`src/rtl/dv2_percent_rank_indicator_defines.svh`:
```
// assertion macros for the percent rank block
`ifndef DV2_PERCENT_RANK_INDICATOR_DEFINES_SVH
`define DV2_PERCENT_RANK_INDICATOR_DEFINES_SVH

`ifndef NO_ASSERTIONS
`define DV2PR_ASSERT_IMP(label, clk, rst_n, ante, cons) \
	label: assert property (@(posedge clk) disable iff (!rst_n) (ante) |-> (cons)) \
		else $error("dv2pr assertion failed");
`define DV2PR_ASSERT_NXT(label, clk, rst_n, ante, cons) \
	label: assert property (@(posedge clk) disable iff (!rst_n) (ante) |=> (cons)) \
		else $error("dv2pr assertion failed");
`else
`define DV2PR_ASSERT_IMP(label, clk, rst_n, ante, cons)
`define DV2PR_ASSERT_NXT(label, clk, rst_n, ante, cons)
`endif

`endif

```
`src/rtl/dv2pr_ram.sv`:
```
module dv2pr_ram #(
	parameter int DEPTH = 16,
	parameter int WIDTH = 32,
	parameter int AW    = $clog2(DEPTH)
) (
	input  logic             clk,
	input  logic             we,
	input  logic [AW-1:0]    waddr,
	input  logic [WIDTH-1:0] wdata,
	input  logic [AW-1:0]    raddr,
	output logic [WIDTH-1:0] rdata
);
	logic [WIDTH-1:0] mem [DEPTH];

	always_ff @(posedge clk) begin
		if (we) begin
			mem[waddr] <= wdata;
		end
		rdata <= mem[raddr];
	end
endmodule

```
`config.mk`:
```
export PLATFORM = sky130hd
export DESIGN_NAME = dv2pr_ram
export DESIGN_NICKNAME = d
export VERILOG_FILES = /design/src/rtl/dv2_percent_rank_indicator_defines.svh /design/src/rtl/dv2pr_ram.sv
export SDC_FILE = /design/constraint.sdc
export NUM_CORES = 1
export LEC_CHECK = 0
export BUFFER_PORTS_ARGS = -buffer_cell sky130_fd_sc_hd__buf_2
export CAP_MARGIN = 20
export CORE_MARGIN = 2
export CORE_UTILIZATION = 41
export CTS_BUF_LIST = sky130_fd_sc_hd__clkbuf_8 sky130_fd_sc_hd__clkbuf_16
export CTS_CLUSTER_DIAMETER = 60
export DETAILED_ROUTE_END_ITERATION = 16
export GPL_ROUTABILITY_DRIVEN = 0
export GPL_TIMING_DRIVEN = 0
export PLACE_DENSITY = 0.66
export SLEW_MARGIN = 20
export SYNTH_ARGS = -nofsm -noshare
export SYNTH_HDL_FRONTEND = slang
export SYNTH_SLANG_ARGS = --single-unit
```
`constraint.sdc`:
```
create_clock -name clk -period 5.8 [get_ports clk]
set_clock_uncertainty 0.15 [all_clocks]
set_input_delay 0.87 -clock clk [delete_from_list [all_inputs] [get_ports clk]]
set_output_delay 0.87 -clock clk [all_outputs]
set_load 0.01 [all_outputs]
```
==> results by group <==
Outcome
  • Status: finished, final reports clean

Logic synthesis
  • Sequential fraction of the synthesis area: about four fifths
  • Seq cells post-synth: approximately 540
  • Post-synthesis xor/xnor area fraction: 0%
  • Synth cell count leaders: edfxtp_1, mux4_2, a22oi_1
  • Synth area leaders: edfxtp_1, mux4_2, dfxtp_1
  • Post-synthesis cell count: approximately 840
  • Fraction of the mapped netlist area in adder cells: 0%
  • Yosys top cell area share: 77.44%
  • Post-synth top flop: edfxtp_1
  • Count leader, synth: edfxtp_1
  • Syn_nets: 880
  • Async set or reset register ratio after synthesis: 0%
  • Synth Area in Compound Gates: 2.420%
  • Number of distinct library cells after synthesis: 18
  • Post-Syn Area per Cell: around 24 um^2
  • Largest family of logic cells by synthesized area: multiplexers
  • Post-synthesis mux area share: 14.52%
  • Yosys warnings: 0
  • Simple-gate share of the synthesized area: 1.273%
  • Post-Syn Area: 19,850 um^2
  • Area leader, netlist: edfxtp_1
  • Number of synthesized flops with an enable pin: 512

Clock tree
  • H-tree depth: 2
  • Hold buffers post-CTS: 0
  • CTS tree: built
  • Maximum buffer depth of the clock tree: 3
  • Inserted Clock Buffers: between 50 and 60
  • Clk sinks: ~540
  • Root buffer cell: clkbuf_16
  • Resized Gates After CTS: 0
  • Post-CTS Setup Inserts: 0
  • Clock slew at reported path FFs: about 0.060 ns
  • Worst skew pair latency: a little under 0.6 ns

Worst setup path
  • Crit-path cells: buf_2, or3b_2, nor2_4, buf_16
  • Worst path slowest cell: nor2_4
  • Critical Path AT: 2.50 ns
  • CP Buf/Inv Count: 2
  • Crit-path leading delay family: simple AND/OR/NAND/NOR gates
  • Worst EP required: 5.94 ns
  • Crit path launch type: input port
  • CP peak stage delay: about 0.64 ns
  • Worst-path fanout max: 18
  • Setup crit end kind: flop
  • CP Class: input port to flop

Finish
  • Layout Cells excl Fill: approximately 1,700
  • P&R area growth vs syn: 17.85%
  • Layout cell share with drive strength beyond 1: about a third
  • Final Cell Area: 23,400 um^2
  • Nets: 1,045

STA
  • Final setup viols: 0
  • Final min period: 2.362 ns
  • FMAX: 0.4234 GHz
  • Final Cycle Share: 40.72%
  • Worst slew pin tran: 0.9301 ns
  • Setup TNS: 0 ns
  • Worst-case headroom to the max-slew limit: a little under two fifths
  • Pins Over Slew Limit: 0
  • Unrepaired setup endpoints after global routing: no
  • Hold Vio Cnt, Final: 0

Route
  • # DRC: 0
  • Wire per inst: about 26 um
  • Via count: approximately 9,300
  • ANT nets after route: 0
  • Total wire length: 42.85 mm
  • 1st-pass router iterations: 7
  • Initial DRC Count: between 1,000 and 1,500
  • Drt via density: 5.565

Floorplan
  • Die span in x: 224.1 um
  • Rows: 80
  • Die area: 50,200 um^2
  • Top Ports: 74
  • Starting density of the core: 41.58%
  • Core area: around 48,000 um^2
  • DIE HEIGHT: 224.1 um

Power
  • Flop pwr share: 54.4%
  • Switch Pwr: 1.687 mW
  • Int Power: 6.424 mW
  • Pwr/cell area: ~350 nW/um^2
  • Switching portion of total power: 20.80%
  • Pleak: ~7.6 nW
  • Worst VDD drop: 0.2274 mV
  • Comb power frac: 5.1%
  • Clock power share: 40.5%

Global route
  • Initial antenna violation count: 1
  • Grt total ovfl: 0
  • Vias in the first global route: 9,542
  • GRT Util Overall: 17.45%
  • First-pass GRT wire length: 63.29 mm
  • Largest net degree at the start of global routing: 21

Run
  • # Max-Cap Violations: 0

Placement
  • Post-DP Area: 21,710 um^2
  • IO buf count: 71
  • DPL Wire Length: 27.34 mm
  • Placed cell count: about 1,600

Hold path
  • Class of the worst hold path: input port to flop
## per-layer routing
layer  global-route usage (%)  vias up  share of wire (%)
li1                         -     3910                  -
met1                    25.77     4934                 44
met2                    26.80      367                 47
met3                    3.095       55                7.3
met4                    5.140        0                2.0
met5                        0        -                  0
## path summary, 6_finish.rpt
check / slack [ns] / cells after the start / end / start
worst min-delay path: 0.50 / 1 / mem[5][10] / wdata[10]
worst min register to register: 0.52 / 3 / rdata[5] / mem[12][5]
worst max register to register: 4.28 / 3 / rdata[20] / mem[14][20]
worst max-delay path: 3.44 / 4 / mem[1][9] / waddr[2]
## sequential cells by signal (all words and copies together) (netlist names)
name / cells
mem: 512
rdata: 32
## layout by cell type, fill, tap and decap left out, drive strengths merged
cell,count
and2,1
mux4,128
nor2b,2
or3b,1
clkbuf,80
nand2b,2
edfxtp,512
nand3b,2
inv,23
clkinv,13
diode,2
clkinvlp,1
dfxtp,32
nand3,1
a22oi,64
nor2,13
buf,135
bufinv,1
nand2,33
nor3,4
## cell families (layout without fill, tap and decap cells)
group	Yosys count	in the layout
buf+inv	43	253
other cells	0	2
flops	544	544
mux	128	128
compound gates	64	64
simple gates	59	59
## through the flow
step	power [mW]	setup WS, ns	util (%)	hold slack (ns)
finish	8.111	3.438	49.01	0.4980
global route	8.368	3.358	49.00	0.4910
CTS	8.189	3.421	49.00	0.4537
detailed placement	4.922	2.798	45.47	0.5120
global placement	4.889	-1.058	43.94	0.4983
floorplan	4.722	1.600	-	0.4849
## worst reg2reg max path, cell delays in order, from the launching register on
cell and delay (ns):
edfxtp_1 0.39, mux4_2 0.49, a22oi_1 0.21, nand2_1 0.14
## power groups by stage
stage | Sequential [mW] | Combinational (mW) | Clock, mW
6_report | 4.42 | 0.414 | 3.28
2_1_floorplan | 4.51 | 0.211 | 0
4_1_cts | 4.42 | 0.423 | 3.35
3_3_place_gp | 4.50 | 0.389 | 0
3_5_place_dp | 4.50 | 0.422 | 0
5_1_grt | 4.42 | 0.447 | 3.50
## area by class of cell
cell class              count  area, um^2
diodes                      2       5.005
repair buffers            109       978.4
fillers                  3717       24350
plain buffers              43       222.7
multi-input cells         251        3726
clock buffers              63        1486
well taps                 615       769.5
flip-flops and latches    544       16020
clock inverters            38       195.2
Note: power is estimated with default switching activity, not from simulation.
