===== config.mk =====
export PLATFORM = sky130hd
export DESIGN_NAME = dv2pr_div
export DESIGN_NICKNAME = d
export VERILOG_FILES = /design/src/rtl/dv2_percent_rank_indicator_defines.svh /design/src/rtl/dv2pr_pkg.sv /design/src/rtl/dv2pr_div.sv
export SDC_FILE = /design/constraint.sdc
export NUM_CORES = 1
export LEC_CHECK = 0
export ABC_AREA = 1
export BUFFER_PORTS_ARGS = -buffer_cell sky130_fd_sc_hd__buf_2
export CELL_PAD_IN_SITES_DETAIL_PLACEMENT = 0
export CELL_PAD_IN_SITES_GLOBAL_PLACEMENT = 1
export CORE_MARGIN = 10
export CORE_UTILIZATION = 47
export CTS_BUF_LIST = sky130_fd_sc_hd__clkbuf_4
export CTS_CLUSTER_DIAMETER = 60
export CTS_CLUSTER_SIZE = 25
export DETAILED_ROUTE_END_ITERATION = 16
export GPL_TIMING_DRIVEN = 0
export PLACE_DENSITY = 0.93
export SLEW_MARGIN = 20
export SYNTH_ARGS = -nofsm -noshare
export SYNTH_HDL_FRONTEND = slang
export SYNTH_SLANG_ARGS = --single-unit
export TNS_END_PERCENT = 20

===== constraint.sdc =====
create_clock -name clk -period 5.5 [get_ports clk]
set_input_delay 0.825 -clock clk [delete_from_list [all_inputs] [get_ports clk]]
set_output_delay 0.825 -clock clk [all_outputs]
set_load 0.1 [all_outputs]

===== src/rtl/dv2_percent_rank_indicator_defines.svh =====
// assertion macros for the percent rank block
`ifndef DV2_PERCENT_RANK_INDICATOR_DEFINES_SVH
`define DV2_PERCENT_RANK_INDICATOR_DEFINES_SVH

`ifndef NO_ASSERTIONS
`define DV2PR_ASSERT_IMP(label, clk, rst_n, ante, cons) \
	label: assert property (@(posedge clk) disable iff (!rst_n) (ante) |-> (cons)) \
		else $error("dv2pr assertion failed");
`define DV2PR_ASSERT_NXT(label, clk, rst_n, ante, cons) \
	label: assert property (@(posedge clk) disable iff (!rst_n) (ante) |=> (cons)) \
		else $error("dv2pr assertion failed");
`else
`define DV2PR_ASSERT_IMP(label, clk, rst_n, ante, cons)
`define DV2PR_ASSERT_NXT(label, clk, rst_n, ante, cons)
`endif

`endif


===== src/rtl/dv2pr_pkg.sv =====
package dv2pr_pkg;
	localparam int MAX_MA_PERIOD   = 16;
	localparam int MAX_RANK_PERIOD = 256;
	localparam int PRICE_BITS      = 32;
	localparam int RATIO_W         = 32;
	localparam int SUM_W           = 36;
	localparam int RP_W            = 4;
	localparam int SP_W            = 8;
	localparam int SEEN_W          = 10;
	localparam int SEEN_CAP        = MAX_MA_PERIOD + MAX_RANK_PERIOD - 1;
	localparam int DEN_W           = PRICE_BITS + 1;
	localparam int DVD_W           = DEN_W + 16;
	localparam int QUO_W           = 32;
	localparam int CNT_W           = 9;
	localparam int PCT_W           = 15;
	localparam int MA_W            = 5;
	localparam int RANK_W          = 9;
	localparam int DIV_STEPS       = DVD_W;
	localparam int STEP_W          = 6;
	localparam logic [15:0] PCT_SCALE = 16'd25600;
	localparam logic [RATIO_W-1:0] RATIO_ONE = 32'h0001_0000;
	localparam logic [RATIO_W-1:0] RATIO_MAX = 32'hFFFF_FFFF;
	localparam logic [MA_W-1:0]   MA_RESET   = 5'd2;
	localparam logic [RANK_W-1:0] RANK_RESET = 9'd252;
	localparam logic REG_MA   = 1'b0;
	localparam logic REG_RANK = 1'b1;

	typedef struct packed {
		logic             start;
		logic [DVD_W-1:0] dividend;
		logic [DEN_W-1:0] divisor;
	} div_req_t;

	typedef struct packed {
		logic             done;
		logic [QUO_W-1:0] quotient;
	} div_rsp_t;
endpackage


===== src/rtl/dv2pr_div.sv =====
module dv2pr_div (
	input  logic               clk,
	input  logic               arst_n,
	input  dv2pr_pkg::div_req_t req,
	output dv2pr_pkg::div_rsp_t rsp
);
	import dv2pr_pkg::*;

	logic              busy_q;
	logic              done_q;
	logic [STEP_W-1:0] step_q;
	logic [DEN_W-1:0]  rem_q;
	logic [DEN_W-1:0]  den_q;
	logic [DVD_W-1:0]  dq_q;
	logic [DEN_W:0]    trial;
	logic              qbit;

	always_comb begin
		trial = {rem_q, dq_q[DVD_W-1]};
		qbit  = (trial >= {1'b0, den_q});
		if (qbit) begin
			trial = trial - {1'b0, den_q};
		end
	end

	always_ff @(posedge clk or negedge arst_n) begin
		if (!arst_n) begin
			busy_q <= 1'b0;
			done_q <= 1'b0;
			step_q <= '0;
		end else begin
			done_q <= busy_q && !req.start && (step_q == STEP_W'(DIV_STEPS - 1));
			if (req.start) begin
				busy_q <= 1'b1;
				step_q <= '0;
				rem_q  <= '0;
				den_q  <= req.divisor;
				dq_q   <= req.dividend;
			end else if (busy_q) begin
				rem_q <= trial[DEN_W-1:0];
				dq_q  <= {dq_q[DVD_W-2:0], qbit};
				if (step_q == STEP_W'(DIV_STEPS - 1)) begin
					busy_q <= 1'b0;
				end
				step_q <= step_q + 1'b1;
			end
		end
	end

	assign rsp.done     = done_q;
	assign rsp.quotient = dq_q[QUO_W-1:0];
endmodule


==> results of run 1 <==
## flip-flops by register name, indices dropped and copies added, names as in the netlist
signal  flops
busy_q      1
step_q      6
rem_q      33
dq_q       49
done_q      1
den_q      33
## per-layer routing
metal / global-route usage (%) / up-vias / part of all wire (%)
met5: 0 / - / 0
met2: 29.3 / 200 / 44
met4: 4.45 / 0 / 1.2
met3: 7.07 / 20 / 9.2
met1: 23.7 / 3207 / 45
li1: - / 3740 / -
## final timing paths
check                             to  depth (start not counted)
max in group asynchronous     done_q                          1
min in group clk           den_q[24]                          1
setup / recovery           rem_q[19]                         13
hold / removal             step_q[4]                          1
hold reg to reg            step_q[3]                          1
setup reg to reg           rem_q[19]                         13
## cell type report
class                      instances  area (um^2)
fill                            1689         7820
clock inverter                    14          163
buffer                            58          382
clock buffer                      18          135
sequential                       123         3650
multi-input combinational        747         3580
inverter                         197          739
tap                              225          282
antenna                            1         2.50
timing repair buffer             117          603
## through the flow
step | hold WS [ns] | util (%) | instance area [um^2] | power (W) | setup WS (ns)
after floorplan | 0.477 | - | 8350 | 0.00198 | 1.56
after detailed placement | 0.501 | 53.2 | 9240 | 0.00223 | 2.33
final | 0.271 | 55.0 | 9540 | 0.00290 | 2.94
after global routing | 0.254 | 55.0 | 9540 | 0.00311 | 2.77
after global placement | 0.492 | 53.1 | 9210 | 0.00222 | 0.242
after CTS | 0.376 | 54.9 | 9530 | 0.00292 | 2.95
## kinds of logic (layout without fill, tap and decap cells)
| group | count (synthesis) | in the layout | synth area share, % |
|---|---|---|---|
| adder cells (fa/ha/maj) | 36 | 36 | 5.49 |
| flip-flops | 123 | 123 | 43.8 |
| buffers and inverters | 255 | 404 | 13.4 |
| other | 0 | 1 | 0 |
| XOR/XNOR | 15 | 15 | 1.57 |
| AND/OR/NAND/NOR | 650 | 650 | 32.9 |
| AO/OA/AOI/OAI | 46 | 46 | 2.83 |
## Yosys cell counts (all sizes together) (4+ instances only)
master / instances
ha: 35
xnor2: 13
inv: 197
dfrtp: 8
nor3: 9
a21oi: 20
edfxtp: 115
o21ai: 23
nand3: 78
nand2: 479
and2: 5
nand4: 4
nand3b: 21
nor2: 54
clkbuf: 14
buf: 44
## power by group through the flow
stage	combinational (W)	sequential, W	clock (W)
floorplan	0.000796	0.00118	0
global placement	0.00102	0.00119	0
detailed placement	0.00104	0.00120	0
CTS	0.00104	0.00118	0.000705
global route	0.00117	0.00119	0.000753
finish	0.00104	0.00118	0.000690
==> flow_summary.toml, run 1 <==
[status]
status = "complete, no violations"

[placed_design]
dpl.cell_count = 1467
dp_hpwl_um = 16500
portBuffers = 116
gp_congestion = 0.941

[power]
internal_power_w = 0.00176
vdd_drop_max_uv = 187
power_density_mw_per_mm2 = 304
p_comb_share_pct = 35.7
p_clk_share_pct = 23.8
seqPwrFrac_pct = 40.5
p_leak_nw = 5.04
p_sw_share_pct = 39.3
switching_power_w = 0.00114

[floorplan]
dieArea_mm2 = 0.0235
initial_core_util_pct = 48.1
die_h_um = 153
die_w_um = 153
core_mm2 = 0.0174
fp-row-count = 48
io_pins = 118

[setup_path]
regToRegSetupSlack_ns = 2.94
path_buf_inv = 3
crit_top_cell = "nand3_1"
startpoint_type = "register"
cp-startpoint = "dq_q[48]"
r2r-start = "dq_q[48]"
required_ns = 5.83
path_delay_family = "simple AND/OR/NAND/NOR gates"
path_cells = "inv_1 -> ha_1 -> inv_1 -> fa_1 -> nand3_1 -> nand3_2 -> nand2_2 -> nand2_2 -> nand2_4 -> buf_2 -> nand3_1 -> nand3_1 -> nand2_1"
cp_slowest_cell = "fa_1"
crit_path_end_kind = "register"
path_max_fanout = 10
critPathKind = "reg -> reg"
arrival_ns = 2.88
cpPeakStageDelay_ns = 0.44

[clock_tree]
ctsResizeCount = 0
clk_pin_slew_ns = 0.13
numCtsBuffers = 17
tritoncts = "built"
cts_max_path_buffers = 2
cts.sinks = 123
post-cts-setup-buffers = 0
cts_hold_buffers = 0
cts.htree.levels = 4
clk_latency_ns = 0.57
cts_root_buffer = "clkbuf_4"

[global_route]
grt_antenna_before_repair = 1
grt_pass1_wl_um = 35800
grt_pass1_vias = 7213
grt_start_max_net_pins = 44
grt_usage_pct = 18.7
gr-total-overflow = 0

[route]
antenna_left = 0
drc = 0
vias = 7167
wl_per_cell_um = 14.6
drt-vias-per-instance = 4.78
drtIter0Drc = 411
firstDrtPassIters = 5
wl_um = 21900

[synth]
ys_seq_area_share_pct = 43.8
ys_warn_count = 0
netlist_instances = 1125
synth_ff_type = "edfxtp_1"
synth-edff-count = 115
netlist.top_cell.by_area = "edfxtp_1"
synth_seq_cells = 123
synth_area_leaders = "edfxtp_1, nand2_1, inv_1"
yosysTopAreaCellShare_pct = 41.4
synth.distinct_cells = 32
syn-num-nets = 1246
syn_area_mm2 = 0.00835
synth-async-reset-ratio_pct = 6.50
syn-mean-instance-area_um2 = 7.42

[sta]
fin_crit_ns = 2.56
setup_viol_count_final = 0
clock.fmax_mhz = 391
period_share_pct = 46.5
drv_slew = 0
slew_headroom_pct = 47.9
final.setup_skew_ns = 0.0257
setup_tns_ns = 0
rsz0062_at_grt = "no"
worstMarginPinSlew_ns = 0.781
finalHoldViolations = 0

[layout]
final_cell_mix = "nand2_1, inv_1, buf_2"
layout_commonest_cell = "nand2_1"
final_cells = 1500
nNetsFinal = 1382
drive_gt1_share_pct = 17.6
syn_to_final_growth_pct = 14.3

[min_path]
hp-class = "in -> async"

[job]
maxCapViolCount = 0
(Power assumes the default switching activity.)
==> run 2, diff against run 1 <==
--- a/config.mk
+++ b/config.mk
@@ -10,13 +10,13 @@
 export CELL_PAD_IN_SITES_DETAIL_PLACEMENT = 0
 export CELL_PAD_IN_SITES_GLOBAL_PLACEMENT = 1
 export CORE_MARGIN = 10
-export CORE_UTILIZATION = 47
+export CORE_UTILIZATION = 39
 export CTS_BUF_LIST = sky130_fd_sc_hd__clkbuf_4
 export CTS_CLUSTER_DIAMETER = 60
 export CTS_CLUSTER_SIZE = 25
 export DETAILED_ROUTE_END_ITERATION = 16
 export GPL_TIMING_DRIVEN = 0
-export PLACE_DENSITY = 0.93
+export PLACE_DENSITY = 0.83
 export SLEW_MARGIN = 20
 export SYNTH_ARGS = -nofsm -noshare
 export SYNTH_HDL_FRONTEND = slang
==> constraint.sdc (replaced) <==
create_clock -name clk -period 2.1 [get_ports clk]
set_input_delay 0.315 -clock clk [delete_from_list [all_inputs] [get_ports clk]]
set_output_delay 0.315 -clock clk [all_outputs]
set_load 0.1 [all_outputs]
==> flow_summary.toml, run 2 (same netlist as run 1, synthesis figures left out) <==
[setup_path]
path_max_fanout = 10
r2r-start = "rem_q[21]"
crit_path_end_kind = "register"
startpoint_type = "register"
required_ns = 2.42
worstRegToRegCells = 11
worstReg2RegEnd = "rem_q[26]"
critPathKind = "reg -> reg"
regToRegSetupSlack_ns = -0.18
arrival_ns = 2.60

[floorplan]
die_w_um = 166
initial_core_util_pct = 39.7
dieArea_mm2 = 0.0277
io_pins = 118
fp-row-count = 53
die_h_um = 166
core_mm2 = 0.0210

[clock_tree]
cts_max_path_buffers = 2
numCtsBuffers = 17
cts.htree.levels = 4
tritoncts = "built"
cts.sinks = 123
clk_pin_slew_ns = 0.14
clk_latency_ns = 0.58
cts_root_buffer = "clkbuf_4"

[layout]
largest_reg_flops = 49
nFillCells = 1926
largest_register = "dq_q"
nNetsFinal = 1516
layout_commonest_cell = "nand2_1"
drive_gt1_share_pct = 28.8
syn_to_final_growth_pct = 41.0
final_cells = 1684
top_regs = "dq_q: 49 flops, den_q: 33 flops, rem_q: 33 flops"
fin_area_mm2 = 0.0118
final_cell_mix = "nand2_1, inv_1, buf_2"

[status]
status = "finished, violations left"
violations = "negative setup slack"

[route]
wl_um = 24700
vias = 7729
antenna_left = 0
wl_per_cell_um = 14.7
drc = 0
drt-vias-per-instance = 4.59
firstDrtPassIters = 5
drtIter0Drc = 478

[global_route]
use_met2_pct = 27.3
grt_start_max_net_pins = 37
gr-total-overflow = 0
grt_use_met1_pct = 21.8
grt_pass1_wl_um = 38800
grt_pass1_vias = 7778
top_usage_layer = "met2"
grt_antenna_before_repair = 2
grtUsageMet3_pct = 5.66
grt_usage_pct = 17.0

[placed_design]
gp_congestion = 0.895
dp_hpwl_um = 16800
portBuffers = 116
placed_area_mm2 = 0.00930
dpl.cell_count = 1517

[sta]
fin_ws_ns = -0.183
setup_viol_count_final = 34
worstMarginPinSlew_ns = 0.953
period_share_pct = 109
clock.fmax_mhz = 438
drv_slew = 0
final.setup_skew_ns = 0.0357
finalHoldViolations = 0
setup_tns_ns = -4.81
fin_crit_ns = 2.28
timing.hold.ws_ns = 0.0355
rsz0062_at_grt = "yes"
slew_headroom_pct = 36.5

[power]
seqPwrFrac_pct = 35.6
p_comb_share_pct = 41.9
p_sw_share_pct = 39.9
switching_power_w = 0.00349
p_leak_nw = 5.81
vdd_drop_max_uv = 479
internal_power_w = 0.00526
p_clk_share_pct = 22.5
power_density_mw_per_mm2 = 744

[min_path]
holdCritStartpoint = "req[38]"
min_to = "dq_q[5]"
hp-class = "in -> reg"
whs_path_depth = 3

[job]
maxCapViolCount = 0
## run 2: worst max-delay path by stage
stage	from	to	slack, ns	cells after the start
2_1_floorplan	dq_q[48]	rem_q[10]	-0.02	13
3_3_place_gp	arst_n	dq_q[41]	-0.81	3
3_5_place_dp	arst_n	dq_q[29]	-0.52	4
4_1_cts	dq_q[48]	rem_q[14]	-0.14	13
5_1_grt	rem_q[18]	rem_q[14]	-0.29	14
6_report	rem_q[21]	rem_q[26]	-0.18	11
## run 2: stage by stage
| stage | total power, W | utilization (%) | setup slack [ns] |
|---|---|---|---|
| floorplan | 0.00518 | - | -0.0197 |
| global placement | 0.00583 | 44.1 | -0.810 |
| finish | 0.00875 | 56.0 | -0.183 |
| global route | 0.00930 | 56.0 | -0.289 |
| CTS | 0.00837 | 53.0 | -0.141 |
| detailed placement | 0.00586 | 44.2 | -0.519 |
## run 2: final cells by class
cell class	count	area [um^2]	share of cell area, %
buffer	58	462	3.92
tap	275	344	2.92
sequential	123	3650	31.0
antenna	1	2.50	0.0213
timing repair buffer	251	1870	15.9
clock inverter	15	201	1.71
multi-input combinational	747	4370	37.1
inverter	197	742	6.30
clock buffer	17	128	1.08
## run 2: timing repair
| item | 4_1_cts | 5_1_grt |
|---|---|---|
| gates resized for setup | 80 | 97 |
| endpoints found under the hold margin | 84 | 1 |
| hold buffers | 77 | 1 |
| setup buffers | 30 | 23 |
| setup endpoints to repair | 61 | 61 |
| cloned | 0 | 3 |
| pin swaps | 14 | 33 |
## run 2: per-layer routing
layer | routed length (um) | part of all wire [%]
met3 | 1830 | 7.4
met1 | 11400 | 46
met4 | 401 | 1.6
met5 | 13 | 0.053
met2 | 11100 | 45
## run 2: worst max-delay path, cell delays in order, from the launching register on
cell and delay [ns]:
edfxtp_1 0.46, ha_4 0.34, nand2_4 0.08, nor2_4 0.13
nand2_2 0.09, nor3_4 0.27, nand2_8 0.16, nand2_8 0.15
buf_8 0.15, nand2_1 0.07, nand3_1 0.07, nand2_1 0.06
## run 2: power groups by stage
| stage | clock network, W | registers (W) | logic [W] |
|---|---|---|---|
| after floorplan | 0 | 0.00310 | 0.00209 |
| after global placement | 0 | 0.00313 | 0.00271 |
| after detailed placement | 0 | 0.00313 | 0.00273 |
| after CTS | 0.00202 | 0.00312 | 0.00323 |
| after global routing | 0.00213 | 0.00314 | 0.00403 |
| final | 0.00197 | 0.00312 | 0.00367 |
==> run 3, diff against run 2 <==
--- a/config.mk
+++ b/config.mk
@@ -7,18 +7,17 @@
 export LEC_CHECK = 0
 export ABC_AREA = 1
 export BUFFER_PORTS_ARGS = -buffer_cell sky130_fd_sc_hd__buf_2
-export CELL_PAD_IN_SITES_DETAIL_PLACEMENT = 0
-export CELL_PAD_IN_SITES_GLOBAL_PLACEMENT = 1
+export CELL_PAD_IN_SITES_DETAIL_PLACEMENT = 1
+export CELL_PAD_IN_SITES_GLOBAL_PLACEMENT = 2
 export CORE_MARGIN = 10
-export CORE_UTILIZATION = 39
+export CORE_UTILIZATION = 31
 export CTS_BUF_LIST = sky130_fd_sc_hd__clkbuf_4
 export CTS_CLUSTER_DIAMETER = 60
 export CTS_CLUSTER_SIZE = 25
 export DETAILED_ROUTE_END_ITERATION = 16
 export GPL_TIMING_DRIVEN = 0
-export PLACE_DENSITY = 0.83
+export PLACE_DENSITY = 0.84
 export SLEW_MARGIN = 20
 export SYNTH_ARGS = -nofsm -noshare
 export SYNTH_HDL_FRONTEND = slang
 export SYNTH_SLANG_ARGS = --single-unit
-export TNS_END_PERCENT = 20
==> flow_summary.toml, run 3 (same netlist as run 1, synthesis figures left out) <==
[status]
status = "finished, violations left"
violations = "negative setup slack"

[route]
firstDrtPassIters = 5
vias = 8217
drc = 0
drtIter0Drc = 295
drt-vias-per-instance = 4.65
wl_per_cell_um = 16.9
antenna_left = 0
wl_um = 29900

[layout]
layout_commonest_cell = "nand2_1"
top_regs = "dq_q: 49 flops, den_q: 33 flops, rem_q: 33 flops"
nNetsFinal = 1534
largest_reg_flops = 49
drive_gt1_share_pct = 32.7
nFillCells = 3269
final_cell_mix = "nand2_1, inv_1, buf_2"
syn_to_final_growth_pct = 46.2
largest_register = "dq_q"

[global_route]
grt_antenna_before_repair = 1
grt_start_max_net_pins = 37
grt_pass1_wl_um = 46800
grt_pass1_vias = 8989
grt_usage_pct = 17.6
gr-total-overflow = 0

[sta]
clock.fmax_mhz = 422
setup_tns_ns = -7.70
fin_crit_ns = 2.37
fin_ws_ns = -0.269
finalHoldViolations = 0
setup_viol_count_final = 34
final.setup_skew_ns = 0.0391
worstMarginPinSlew_ns = 0.993
rsz0062_at_grt = "yes"
slew_headroom_pct = 33.8
drv_slew = 0
period_share_pct = 113

[setup_path]
worstRegToRegCells = 12
path_max_fanout = 7
arrival_ns = 2.66
regToRegSetupSlack_ns = -0.27
worstReg2RegEnd = "rem_q[15]"
r2r-start = "rem_q[28]"
required_ns = 2.39
critPathKind = "reg -> reg"
startpoint_type = "register"
crit_path_end_kind = "register"

[floorplan]
initial_core_util_pct = 31.2
io_pins = 118
die_h_um = 184
fp-row-count = 60
dieArea_mm2 = 0.0339
die_w_um = 184
core_mm2 = 0.0267

[min_path]
holdCritStartpoint = "req[77]"
hp-class = "in -> reg"
whs_path_depth = 3
min_to = "dq_q[44]"

[clock_tree]
cts_max_path_buffers = 2
cts.sinks = 123
clk_latency_ns = 0.58
cts_root_buffer = "clkbuf_4"
numCtsBuffers = 17
clk_pin_slew_ns = 0.15
cts.htree.levels = 4
tritoncts = "built"

[placed_design]
portBuffers = 116
gp_congestion = 0.864
dp_hpwl_um = 20000
post-place-ws_ns = -0.631

[power]
p_leak_nw = 5.98
power_density_mw_per_mm2 = 756
vdd_drop_max_uv = 346

[job]
maxCapViolCount = 0
## run 3: cell count changes in the layout (fill, tap and decap cells not counted), moves of 4 or more
cell,before,now
buf_4,84,102
nand3_2,17,28
nor2_2,9,13
dlygate4sd3_1,78,73
nand2_2,45,63
buf_16,0,5
nand2_1,420,398
nand2_4,11,15
nand3_1,60,48
nor2_1,34,28
inv_1,179,183
## run 3: worst max-delay path: stages, from the launching register on
cell and delay (ns):
edfxtp_1 0.47, ha_4 0.27, buf_4 0.15, a21oi_1 0.23, and2_4 0.21, nor2_4 0.05, nor2_8 0.12, buf_12 0.14
buf_4 0.12, buf_8 0.12, nand3_1 0.09, nand3_2 0.09, o21ai_1 0.06
## run 3: final cells by class
type                       count  area [um^2]  area share, %
multi-input combinational    747         4530           37.1
sequential                   123         3650           29.9
timing repair buffer         270         2100           17.2
inverter                     197          739           6.06
buffer                        57          439           3.60
tap                          341          427           3.50
clock inverter                15          175           1.44
clock buffer                  17          128           1.05
antenna                        1         2.50         0.0205
## run 3: report_power, final
| part | internal [W] | leakage, nW | total, W | switching [W] |
|---|---|---|---|---|
| registers | 0.00297 | 1.24 | 0.00312 | 0.000151 |
| clock network | 0.000660 | 0.158 | 0.00190 | 0.00124 |
| logic | 0.00176 | 4.59 | 0.00420 | 0.00245 |
## run 3: worst max-delay path by stage
| stage | slack [ns] | cells past startpoint | to | start |
|---|---|---|---|---|
| after global placement | -0.90 | 4 | dq_q[40] | req[82] |
| after detailed placement | -0.63 | 6 | dq_q[37] | req[82] |
| final | -0.27 | 12 | rem_q[15] | rem_q[28] |
| after floorplan | -0.02 | 13 | rem_q[10] | dq_q[48] |
| after CTS | -0.21 | 14 | rem_q[3] | rem_q[20] |
| after global routing | -0.38 | 13 | rem_q[15] | den_q[29] |
## run 3: what timing repair did
action                                  in CTS  in global routing
endpoints found under the setup margin      86                 34
endpoints found under the hold margin       80                  0
cloned                                       3                  2
gates resized for setup                    147                 82
setup buffers                               53                 20
pin swaps                                   36                 48
hold buffers                                73                  0
## run 3: layer usage
metal / up-vias / track usage (%) / part of all wire (%)
li1: 4056 / - / -
met1: 3947 / 21.4 / 44
met2: 186 / 30.0 / 49
met3: 28 / 4.45 / 5.9
met4: 0 / 5.15 / 1.7
met5: - / 0 / 0
## run 3: metrics by stage
stage / total power (W) / area [um^2] / util [%] / hold WS (ns) / instances
6_report: 0.00923 / 12200 / 45.6 / 0.0493 / 1768
5_1_grt: 0.00979 / 12200 / 45.6 / 0.00461 / 1768
4_1_cts: 0.00882 / 11700 / 43.8 / 0.00278 / 1746
3_5_place_dp: 0.00597 / 9440 / 35.3 / 0.493 / 1585
3_3_place_gp: 0.00590 / 9360 / 35.0 / 0.491 / 1582
2_1_floorplan: 0.00518 / 8350 / - / 0.0194 / 1125
